--- src/rtl/core/skmm_pkg.sv ---
package skmm_pkg;

  localparam int MAX_RIGHT = 64;
  localparam int FRAC_BITS = 4;
  localparam int IDX_W     = 6;
  localparam int CNT_W     = 7;

  localparam logic [CNT_W-1:0] MAX_COUNT = CNT_W'(MAX_RIGHT);
  localparam logic signed [14:0] FULL_TURN = 15'(360 << FRAC_BITS);

  localparam logic [1:0] MODE_CLEAR = 2'd0;
  localparam logic [1:0] MODE_LOAD  = 2'd1;
  localparam logic [1:0] MODE_QUERY = 2'd2;

  localparam logic [2:0] CFG_Y_TOL     = 3'd0;
  localparam logic [2:0] CFG_ANGLE_TOL = 3'd1;
  localparam logic [2:0] CFG_SIZE_TOL  = 3'd2;
  localparam logic [2:0] CFG_DISP_MIN  = 3'd3;
  localparam logic [2:0] CFG_DISP_MAX  = 3'd4;

  typedef struct packed {
    logic [15:0] x;
    logic [15:0] y;
    logic [12:0] angle;
    logic [11:0] size;
  } key_t;

  typedef struct packed {
    logic             wr_en;
    logic [IDX_W-1:0] wr_addr;
    logic             key_capture;
    logic             issue;
    logic [IDX_W-1:0] rd_addr;
    logic             rd_last;
  } cmd_t;

  typedef struct packed {
    logic adv;
    logic s1_valid;
  } sts_t;

endpackage

--- src/rtl/core/stereo_keypoint_match_mask_unit.sv ---
// Stereo keypoint match mask. Mode 1 requests load right keypoints into a 64-entry store,
// mode 0 empties it, and a mode 2 request tests one left keypoint against every stored
// entry in index order, giving one result (index, match, last) per entry and none when
// the store is empty. A query streams one result per cycle from the store read port
// while the output is not stalled, and it holds off new requests while it runs.
// Configuration writes are always ready and must only be issued while no query is in flight.
module stereo_keypoint_match_mask_unit (
  input  logic                        clk,
  input  logic                        rst_n,
  input  logic                        in_valid,
  output logic                        in_stall,
  input  logic [1:0]                  in_mode,
  input  logic [15:0]                 in_key_x,
  input  logic [15:0]                 in_key_y,
  input  logic [12:0]                 in_key_angle,
  input  logic [11:0]                 in_key_size,
  output logic                        out_valid,
  input  logic                        out_stall,
  output logic [skmm_pkg::IDX_W-1:0]  out_right_index,
  output logic                        out_match,
  output logic                        out_last,
  input  logic                        cfg_valid,
  output logic                        cfg_ready,
  input  logic [2:0]                  cfg_index,
  input  logic [16:0]                 cfg_data
);

  skmm_pkg::cmd_t cmd;
  skmm_pkg::sts_t sts;

  skmm_ctrl u_ctrl (
    .clk      (clk),
    .rst_n    (rst_n),
    .in_valid (in_valid),
    .in_stall (in_stall),
    .in_mode  (in_mode),
    .sts      (sts),
    .cmd      (cmd)
  );

  skmm_dp u_dp (
    .clk             (clk),
    .rst_n           (rst_n),
    .in_key_x        (in_key_x),
    .in_key_y        (in_key_y),
    .in_key_angle    (in_key_angle),
    .in_key_size     (in_key_size),
    .cfg_valid       (cfg_valid),
    .cfg_ready       (cfg_ready),
    .cfg_index       (cfg_index),
    .cfg_data        (cfg_data),
    .out_valid       (out_valid),
    .out_stall       (out_stall),
    .out_right_index (out_right_index),
    .out_match       (out_match),
    .out_last        (out_last),
    .cmd             (cmd),
    .sts             (sts)
  );

endmodule

--- src/rtl/core/skmm_ctrl.sv ---
module skmm_ctrl (
  input  logic                clk,
  input  logic                rst_n,
  input  logic                in_valid,
  output logic                in_stall,
  input  logic [1:0]          in_mode,
  input  skmm_pkg::sts_t      sts,
  output skmm_pkg::cmd_t      cmd
);

  typedef enum logic {ST_IDLE, ST_RUN} state_t;

  state_t                         state_r, state_nxt;
  logic [skmm_pkg::CNT_W-1:0]     count_r, count_nxt;
  logic [skmm_pkg::IDX_W-1:0]     idx_r, idx_nxt;
  logic                           accept;
  logic                           is_last;

  assign in_stall = (state_r != ST_IDLE) || sts.s1_valid;
  assign accept   = in_valid && !in_stall;
  assign is_last  = ({1'b0, idx_r} == (count_r - skmm_pkg::CNT_W'(1)));

  always_comb begin
    state_nxt       = state_r;
    count_nxt       = count_r;
    idx_nxt         = idx_r;
    cmd             = '0;
    cmd.wr_addr     = count_r[skmm_pkg::IDX_W-1:0];
    cmd.rd_addr     = idx_r;
    cmd.rd_last     = is_last;
    case (state_r)
      ST_IDLE: begin
        if (accept) begin
          case (in_mode)
            skmm_pkg::MODE_CLEAR: count_nxt = '0;
            skmm_pkg::MODE_LOAD: begin
              if (count_r < skmm_pkg::MAX_COUNT) begin
                cmd.wr_en = 1'b1;
                count_nxt = count_r + skmm_pkg::CNT_W'(1);
              end
            end
            skmm_pkg::MODE_QUERY: begin
              if (count_r != '0) begin
                cmd.key_capture = 1'b1;
                idx_nxt         = '0;
                state_nxt       = ST_RUN;
              end
            end
            default: ;
          endcase
        end
      end
      ST_RUN: begin
        cmd.issue = 1'b1;
        if (sts.adv) begin
          idx_nxt = idx_r + skmm_pkg::IDX_W'(1);
          if (is_last) state_nxt = ST_IDLE;
        end
      end
      default: state_nxt = ST_IDLE;
    endcase
  end

  always_ff @(posedge clk) begin
    if (!rst_n) begin
      state_r <= ST_IDLE;
      count_r <= '0;
      idx_r   <= '0;
    end else begin
      state_r <= state_nxt;
      count_r <= count_nxt;
      idx_r   <= idx_nxt;
    end
  end

  a_run_nonempty: assert property (@(posedge clk) disable iff (!rst_n)
    state_r == ST_RUN |-> count_r != '0 && {1'b0, idx_r} < count_r)
    else $error("query index outside stored range");

  a_count_cap: assert property (@(posedge clk) disable iff (!rst_n)
    count_r <= skmm_pkg::MAX_COUNT)
    else $error("store count above capacity");

  a_last_ends: assert property (@(posedge clk) disable iff (!rst_n)
    cmd.issue && cmd.rd_last && sts.adv |=> state_r == ST_IDLE)
    else $error("query did not end after last request");

  a_no_write_in_run: assert property (@(posedge clk) disable iff (!rst_n)
    cmd.wr_en |-> state_r == ST_IDLE && !cmd.issue)
    else $error("store write during query");

endmodule

--- src/rtl/core/skmm_dp.sv ---
module skmm_dp (
  input  logic                         clk,
  input  logic                         rst_n,
  input  logic [15:0]                  in_key_x,
  input  logic [15:0]                  in_key_y,
  input  logic [12:0]                  in_key_angle,
  input  logic [11:0]                  in_key_size,
  input  logic                         cfg_valid,
  output logic                         cfg_ready,
  input  logic [2:0]                   cfg_index,
  input  logic [16:0]                  cfg_data,
  output logic                         out_valid,
  input  logic                         out_stall,
  output logic [skmm_pkg::IDX_W-1:0]   out_right_index,
  output logic                         out_match,
  output logic                         out_last,
  input  skmm_pkg::cmd_t               cmd,
  output skmm_pkg::sts_t               sts
);

  skmm_pkg::key_t mem [skmm_pkg::MAX_RIGHT];
  skmm_pkg::key_t rd_data_r;
  skmm_pkg::key_t key_r;
  skmm_pkg::key_t wdata;

  logic [15:0]        y_tol_r;
  logic [12:0]        angle_tol_r;
  logic [11:0]        size_tol_r;
  logic signed [16:0] disp_min_r;
  logic signed [16:0] disp_max_r;

  logic                       s1_valid_r;
  logic [skmm_pkg::IDX_W-1:0] s1_idx_r;
  logic                       s1_last_r;
  logic                       out_valid_r;
  logic [skmm_pkg::IDX_W-1:0] out_idx_r;
  logic                       out_match_r;
  logic                       out_last_r;

  logic                adv;
  logic [15:0]         dy;
  logic [12:0]         da;
  logic [11:0]         ds;
  logic signed [14:0]  wrap;
  logic signed [16:0]  disp;
  logic                y_ok, a_ok, s_ok, d_ok, match;

  assign cfg_ready = 1'b1;
  assign adv       = !out_valid_r || !out_stall;
  assign sts.adv      = adv;
  assign sts.s1_valid = s1_valid_r;

  assign wdata.x     = in_key_x;
  assign wdata.y     = in_key_y;
  assign wdata.angle = in_key_angle;
  assign wdata.size  = in_key_size;

  always_ff @(posedge clk) begin
    if (cmd.wr_en) mem[cmd.wr_addr] <= wdata;
    if (adv) rd_data_r <= mem[cmd.rd_addr];
  end

  always_ff @(posedge clk) begin
    if (cmd.key_capture) key_r <= wdata;
  end

  always_ff @(posedge clk) begin
    if (!rst_n) begin
      y_tol_r     <= 16'd32;
      angle_tol_r <= 13'd160;
      size_tol_r  <= 12'd80;
      disp_min_r  <= 17'sd0;
      disp_max_r  <= 17'sd4096;
    end else if (cfg_valid && cfg_ready) begin
      case (cfg_index)
        skmm_pkg::CFG_Y_TOL:     y_tol_r     <= cfg_data[15:0];
        skmm_pkg::CFG_ANGLE_TOL: angle_tol_r <= cfg_data[12:0];
        skmm_pkg::CFG_SIZE_TOL:  size_tol_r  <= cfg_data[11:0];
        skmm_pkg::CFG_DISP_MIN:  disp_min_r  <= signed'(cfg_data);
        skmm_pkg::CFG_DISP_MAX:  disp_max_r  <= signed'(cfg_data);
        default: ;
      endcase
    end
  end

  // pair test against the registered store entry
  always_comb begin
    dy   = (key_r.y >= rd_data_r.y) ? key_r.y - rd_data_r.y : rd_data_r.y - key_r.y;
    da   = (key_r.angle >= rd_data_r.angle) ? key_r.angle - rd_data_r.angle
                                            : rd_data_r.angle - key_r.angle;
    ds   = (key_r.size >= rd_data_r.size) ? key_r.size - rd_data_r.size
                                          : rd_data_r.size - key_r.size;
    wrap = skmm_pkg::FULL_TURN - signed'({2'b00, da});
    disp = signed'({1'b0, key_r.x}) - signed'({1'b0, rd_data_r.x});
    y_ok = dy <= y_tol_r;
    a_ok = (da <= angle_tol_r) || (wrap <= signed'({2'b00, angle_tol_r}));
    s_ok = ds <= size_tol_r;
    d_ok = (disp >= disp_min_r) && (disp <= disp_max_r);
    match = y_ok && a_ok && s_ok && d_ok;
  end

  always_ff @(posedge clk) begin
    if (!rst_n) begin
      s1_valid_r  <= 1'b0;
      out_valid_r <= 1'b0;
    end else if (adv) begin
      s1_valid_r  <= cmd.issue;
      out_valid_r <= s1_valid_r;
    end
  end

  always_ff @(posedge clk) begin
    if (adv) begin
      s1_idx_r    <= cmd.rd_addr;
      s1_last_r   <= cmd.rd_last;
      out_idx_r   <= s1_idx_r;
      out_match_r <= match;
      out_last_r  <= s1_last_r;
    end
  end

  assign out_valid       = out_valid_r;
  assign out_right_index = out_idx_r;
  assign out_match       = out_match_r;
  assign out_last        = out_last_r;

endmodule
--- config.mk ---
export PLATFORM = sky130hd
export DESIGN_NAME = stereo_keypoint_match_mask_unit
export DESIGN_NICKNAME = d
export VERILOG_FILES = /design/src/rtl/core/skmm_pkg.sv /design/src/rtl/core/stereo_keypoint_match_mask_unit.sv /design/src/rtl/core/skmm_ctrl.sv /design/src/rtl/core/skmm_dp.sv
export SDC_FILE = /design/constraint.sdc
export NUM_CORES = 2
export LEC_CHECK = 0
export ABC_AREA = 0
export BUFFER_PORTS_ARGS = -buffer_cell sky130_fd_sc_hd__buf_2
export CORE_ASPECT_RATIO = 0.8
export CORE_MARGIN = 1.5
export CORE_UTILIZATION = 56
export CTS_CLUSTER_DIAMETER = 100
export DETAILED_ROUTE_END_ITERATION = 8
export GPL_TIMING_DRIVEN = 0
export PLACE_DENSITY = 0.72
export SLEW_MARGIN = 10
export SYNTH_ARGS = -nofsm -noshare
export SYNTH_HDL_FRONTEND = slang
export SYNTH_SLANG_ARGS = --single-unit
--- constraint.sdc ---
create_clock -name clk -period 33 [get_ports clk]
set_clock_uncertainty 0.05 [all_clocks]
set_input_delay 1.65 -clock clk [delete_from_list [all_inputs] [get_ports clk]]
set_output_delay 1.65 -clock clk [all_outputs]
set_load 0.05 [all_outputs]
* Word-level counts from Yosys, hierarchy flattened
Memory sizes are Yosys's and may differ from the RTL's. A register that Yosys moved wholly into a read port is not among the register bits.
Index checks and enable logic that the tools add are counted.
W data, S select, Z words.
** Word-level totals
- Bits of input ports :: 84
- Flip-flop bits (word level) :: 163
- Output and inout port bits :: 11
- Memory bits (writable) :: 3648
- Memories :: 1
- Word-level logic and storage cells :: 100
** Memories
- u_dp.mem :: words 64, bits a word 57, read ports 1, clocked after memory_dff 1, wr ports 1, RTL line skmm_dp.sv:21 : skmm_pkg::key_t mem [skmm_pkg::MAX_RIGHT];
** Cells by class
- Equality and inequality tests :: 12
- Reductions and logical operators :: 22
- Add/sub/neg operators :: 11
- Bitwise gates (word level) :: 1
- Muxes and demuxes :: 24
- Order comparisons :: 10
** Operators with widths (count)
- $sub A16 B16 Y16 :: 2
- $sub A13 B13 Y13 :: 2
- $mux W6 :: 4
- $sub A12 B12 Y12 :: 2
- $ge A17 B17 Y1 :: 1
- $le A17 B17 Y1 :: 1
- $sub A16 B16 Y17 :: 1
- $ge A16 B16 Y1 :: 1
- $le A16 B16 Y1 :: 1
- $mux W16 :: 1
- $le A15 B14 Y1 :: 1
- $pmux W7 S2 :: 1
- $sub A13 B13 Y14 const A :: 1
- $ge A13 B13 Y1 :: 1
- $le A13 B13 Y1 :: 1
- $mux W1 :: 13
- $mux W13 :: 1
- $ge A12 B12 Y1 :: 1
- $le A12 B12 Y1 :: 1
- $mux W12 :: 1
- $pmux W6 S2 :: 1
- $reduce_and A2 Y1 :: 5
- $ne A2 B1 Y1 const B :: 4
- $reduce_and A4 Y1 :: 2
- other kinds (21) :: 30

* Logic depth before layout (Yosys ltp)
- Word-level depth :: 8
- Gate-level depth with buffers :: 26

* Cells and area by module
A second synthesis with hierarchy kept.
** Unflattened totals
- Cell total of the unflattened synthesis :: 6803
- Area, all modules :: 152710.2 um2
** Modules (own cells, without submodules)
- skmm_dp :: cells each 6691, area an instance 151754.3 um2, instances 1
- skmm_ctrl :: cells each 112, area an instance 955.9 um2, instances 1

* Worst setup path before layout
No wires, ideal clock.
- Path type :: input to register
- From :: input port in_mode[1]
- To :: register u_ctrl.idx_r[5] (netlist name)
- Slack :: 20496 ps
- Data required time :: 32884 ps
- Library setup time :: 66 ps
- Stages :: 7
- Arrival time :: 12388 ps
- Path through :: inv_1 -> a2111oi_0 -> nand2b_1 -> nand4_1 -> or2_2 -> xor2_1 -> nor2_1
** Between the ends
- Cells in the longest elaborated chain, start to end :: 3
** Ends and longest elaborated chain
- start, declared :: RTL line stereo_keypoint_match_mask_unit.sv:12 : input logic [1:0] in_mode,
- $eq A2 B2 Y1 :: RTL line skmm_ctrl.sv:34 : case (in_mode)
- $ne A2 B2 Y1 (no source line)
- $reduce_and A4 Y1 (no source line)
- end signal, assigned :: RTL line skmm_ctrl.sv:72 : idx_r <= idx_nxt;
- end, declared :: RTL line skmm_ctrl.sv:15 : logic [skmm_pkg::IDX_W-1:0] idx_r, idx_nxt;
No other way between the ends.
A chain may end at the register's enable or synchronous reset.

* Final worst setup path
- From :: register u_dp.key_r[25] (netlist name)
- To :: register u_dp.out_match_r, in the netlist u_dp.out_match, data pin
** Between the ends
- Cells in the longest elaborated chain, start to end :: 6
- Elaborated cells on any way between the ends :: 8
** Ends and longest elaborated chain
- start, declared :: RTL line skmm_dp.sv:23 : skmm_pkg::key_t key_r;
- start signal, assigned :: RTL line skmm_dp.sv:64 : if (cmd.key_capture) key_r <= wdata;
- $sub A16 B16 Y16 or $ge A16 B16 Y1 (tied branches) :: RTL line skmm_dp.sv:88 : dy = (key_r.y >= rd_data_r.y) ? key_r.y - rd_data_r.y : rd_data_r.y - key_r.y;
- $mux W16 (*) :: RTL line skmm_dp.sv:88
- $le A16 B16 Y1 (*) :: RTL line skmm_dp.sv:95 : y_ok = dy <= y_tol_r;
- $logic_and A1 B1 Y1 (*) (3 in a row) :: RTL line skmm_dp.sv:99 : match = y_ok && a_ok && s_ok && d_ok;
- named net u_dp.match :: RTL line skmm_dp.sv:46 : logic y_ok, a_ok, s_ok, d_ok, match;
- end signal, assigned :: RTL line skmm_dp.sv:117 : out_match_r <= match;
- end, declared :: RTL line skmm_dp.sv:37 : logic out_match_r;
The timed path passes the listed nets; every way through them passes the cells marked *.

==> results.md <==
* Leak at 53.4 nW
* DRT Pass-1 Iters at 6
* Adder-cell share of the synthesized area at 1.62%
* CTS resizes at 0
* Worst-skew pair later-pin latency at 0.91 ns
* Largest family of logic cells by synthesized area: multiplexers
* VDD IR max at 0.0518 mV
* Syn. warnings at 0
* DR vias at 76000
* Placed Area at 162000 µm²
* Placed Cells at 10700
* Synth Area in Compound Gates at 1.68%
* Slew Limit Headroom at 8.59%
* Pin count of the biggest net entering global routing at 66
* M3 GR Usage at 8.69%
* Status: finished, final reports clean
* Post-layout minimum cycle time at 6.62 ns
* Antenna-violating nets left at 0
* DRC at 0
* Tot Pwr at 9.72 mW
* Cell count after synthesis at 6722
* Post-DP HPWL at 277 mm
* Clock buffer depth at 4
* Final WL at 410 mm
* Max-cap violations at 0
* Clock network power share at 42.5%
* Post-synth ARST share at 0%
* Critical Path RT at 33.68 ns
* Internal power at 7.78 mW
* HP Class: register to register
* Avg WL per Cell at 36.2 µm
* Final slew viol count at 0
* Height of the chip at 469 µm
* Vias per cell at 6.71
* Area occupied by multi-input gates at 35500 µm²
* TritonCTS clock tree: yes
* Mux cell area share after synthesis at 17.8%
* Global routing met2 resource utilization at 45.9%
* Htree depth at 5
* Hold-fix buffers, CTS at 0
* CTS clock-pin slew for the worst setup and hold paths at 0.07 ns
* Register area at 115000 µm²
* Switching Share at 20.0%
* Most Crowded Layer GR: met2
* CP endpoint kind: register
* Worst Setup Path Type: register to register
* Post-Syn Area at 152000 µm²
* CP Max Fanout at 10
* Total gr overflow at 0
* Root Buffer: clkbuf_16
* CP arrival at 7.30 ns
* Area grow syn2layout at 14.2%
* Io pins at 95
* Global-route wire length before repair at 571 mm
* Avg Inst Size Synth at 22.7 µm²
* Num CTS Buffers at 359
* I/O Buffers at 92
* RSZ-0062 raised after global routing: no
* Startpoint Class: register
* Global Route met1 Usage at 42.1%
* Yosys reg bits at 3868
* Drt first-iter violations at 11900
* RD Place Congestion at 0.869
* Sequential share of power at 55.6%
* Vias in the first global route at 74900
* Switching Power at 1.94 mW
* Clock sink total at 3868
* Maximum clock frequency at 0.151 GHz
* Part of the Yosys area used for sequential elements at 75.7%
* # fillers at 17200
* PwrDens at 55.9 nW/µm²
* Logic pwr share at 1.9%
* Count of final hold-check violations at 0
* Unique masters post-synth at 77
* Syn_nets at 6999
* Initial antenna violation count at 36
* Non-Filler Instances at 11300
* Period Utilization, post-route at 20.1%
* Die area at 275000 µm²
* Effective utilization at floorplan at 56.2%
* Core Area at 271000 µm²
* Primary FF master, synth: edfxtp_1
* Hold slack final at 0.382 ns
* Fin Setup TNS at 0 ns
* Post-synth EDFFs at 3777
* Synth Area in Simple Gates at 1.45%
* Worst slew pin tran at 1.37 ns
* Layout cells sized above 1 at 28.5%
* Nets at 7667
* Final setup fails at 0
* Total GRT Usage at 29.9%
* Die Span X at 586 µm
* Row cnt at 171
* Post-CTS Setup Inserts at 0
* Final instance area at 174000 µm²
* Synth Area in XOR/XNOR at 0.401%
==> worst max-delay path, stage by stage, from the launching register on <==
cell and delay (ns):
edfxtp_1 0.55, inv_1 0.11, ha_1 0.15, inv_1 0.08, fa_1 0.39, a21o_1 0.19
a21oi_1 0.21, o21ba_2 0.17, o21ai_0 0.14, a211o_1 0.35, o2111ai_1 0.21, and3b_1 0.20
clkbuf_1 0.45, mux2_2 0.41, ha_1 0.29, nor2b_1 0.13, o21a_1 0.16, o21a_1 0.16
o21ai_0 0.14, a21oi_1 0.09, o21a_1 0.17, o21ai_0 0.16, a31oi_1 0.31, nor4_2 0.70
buf_6 0.25, a21boi_1 0.20
==> cells by family after synthesis <==
kind of cell | Yosys count
flops | 3868
mux | 1217
buf+inv | 525
simple gates | 477
compound gates | 373
fa+ha+maj | 193
xor+xnor | 68
other cells | 1
==> cell type report <==
type                    instances  area share (%)
flip-flops and latches       3868            66.3
multi-input cells            2329            20.4
clock buffers                 440            5.48
repair buffers                307            2.78
well taps                    3633            2.62
clock inverters               203            1.14
plain buffers                 323           0.778
inverters                     202           0.436
diodes                         24          0.0346
==> cell usage in the layout, fill, tap and decap left out, types with 25 or more instances in the layout <==
cell       synthesis  layout
a21boi_0          77      77
a21oi_1           90      90
edfxtp_1        3777    3777
clkinv_2           0      68
inv_1            202     202
clkinv_1           0      72
bufinv_16          0      36
ha_1             186     186
mux4_2          1197    1197
clkbuf_16          0     367
a21o_1            49      49
o21ai_0           49      49
nand3_1           25      25
nor2b_1           26      25
dfxtp_1           91      91
clkbuf_2           0      62
xor2_1            31      31
buf_12             0     155
buf_2              5     118
buf_1             79      56
clkbuf_1         231     246
nand2_1          198     197
nor2_1           115      51
xnor2_1           35      35
nor2_4             0      64
buf_16             0      41
==> power groups by stage <==
stage                     Clock [mW]  Combinational, mW  Sequential (mW)
after floorplan                    0             0.0699             5.50
after global placement             0              0.167             5.51
after detailed placement           0              0.181             5.50
after CTS                       4.16              0.182             5.40
after global routing            4.34              0.199             5.40
final                           4.13              0.184             5.40
==> worst paths after layout <==
path | slack, ns | end | cells after the start | from
worst min register to register | 0.38 | u_dp.out_right_index[4] | 0 | u_dp.s1_idx_r[4]
worst min-delay path | 0.38 | u_dp.out_right_index[4] | 0 | u_dp.s1_idx_r[4]
worst max register to register | 26.38 | u_dp.out_match | 25 | u_dp.key_r[25]
worst max-delay path | 26.38 | u_dp.out_match | 25 | u_dp.key_r[25]
==> per-layer routing <==
metal  share of wire, %  wire, µm
met5             0.0093        38
met4                3.5     14500
met3                 13     54200
met2                 46    190000
met1                 37    151000
==> sequential cells by signal, summed over array words and instances, names as in the netlist, 7 cells and up <==
signal / flops
u_dp.key_r: 57
u_dp.rd_data_r: 57
u_dp.angle_tol_r: 13
u_dp.mem: 3648
u_dp.disp_max_r: 17
u_dp.disp_min_r: 17
u_dp.size_tol_r: 12
u_dp.y_tol_r: 16
u_ctrl.count_r: 7
==> Yosys cell counts (all sizes together) (5+ instances only) <==
library cell,instances,area (µm²)
edfxtp,3777,113000
mux4,1197,27000
clkbuf,231,867
inv,202,758
nand2,199,754
ha,186,2330
nor2,115,432
buf,92,393
dfxtp,91,1820
a21oi,90,450
a21boi,78,586
o21ai,53,277
a21o,49,368
xnor2,36,323
xor2,32,288
nor2b,26,163
nand3,25,125
nand4,23,159
nor3,19,95.1
o21a,19,143
mux2i,17,170
nand2b,17,106
a211oi,12,103
and3,12,75.1
o211ai,12,90.1
o21bai,12,90.1
a31oi,8,50.1
and2,8,50.1
fa,7,140
nand3b,7,52.6
nor4,5,31.3
o2111ai,5,43.8
or3,5,31.3
==> stage by stage <==
| stage | worst slack [ns] | util [%] |
|---|---|---|
| CTS | 26.45 | 64.1 |
| finish | 26.38 | 64.2 |
| global route | 26.21 | 64.1 |
| floorplan | 20.50 | - |
| detailed placement | 26.49 | 59.9 |
| global placement | 7.61 | 58.1 |
No activity file was read; power rests on OpenSTA's default activity.
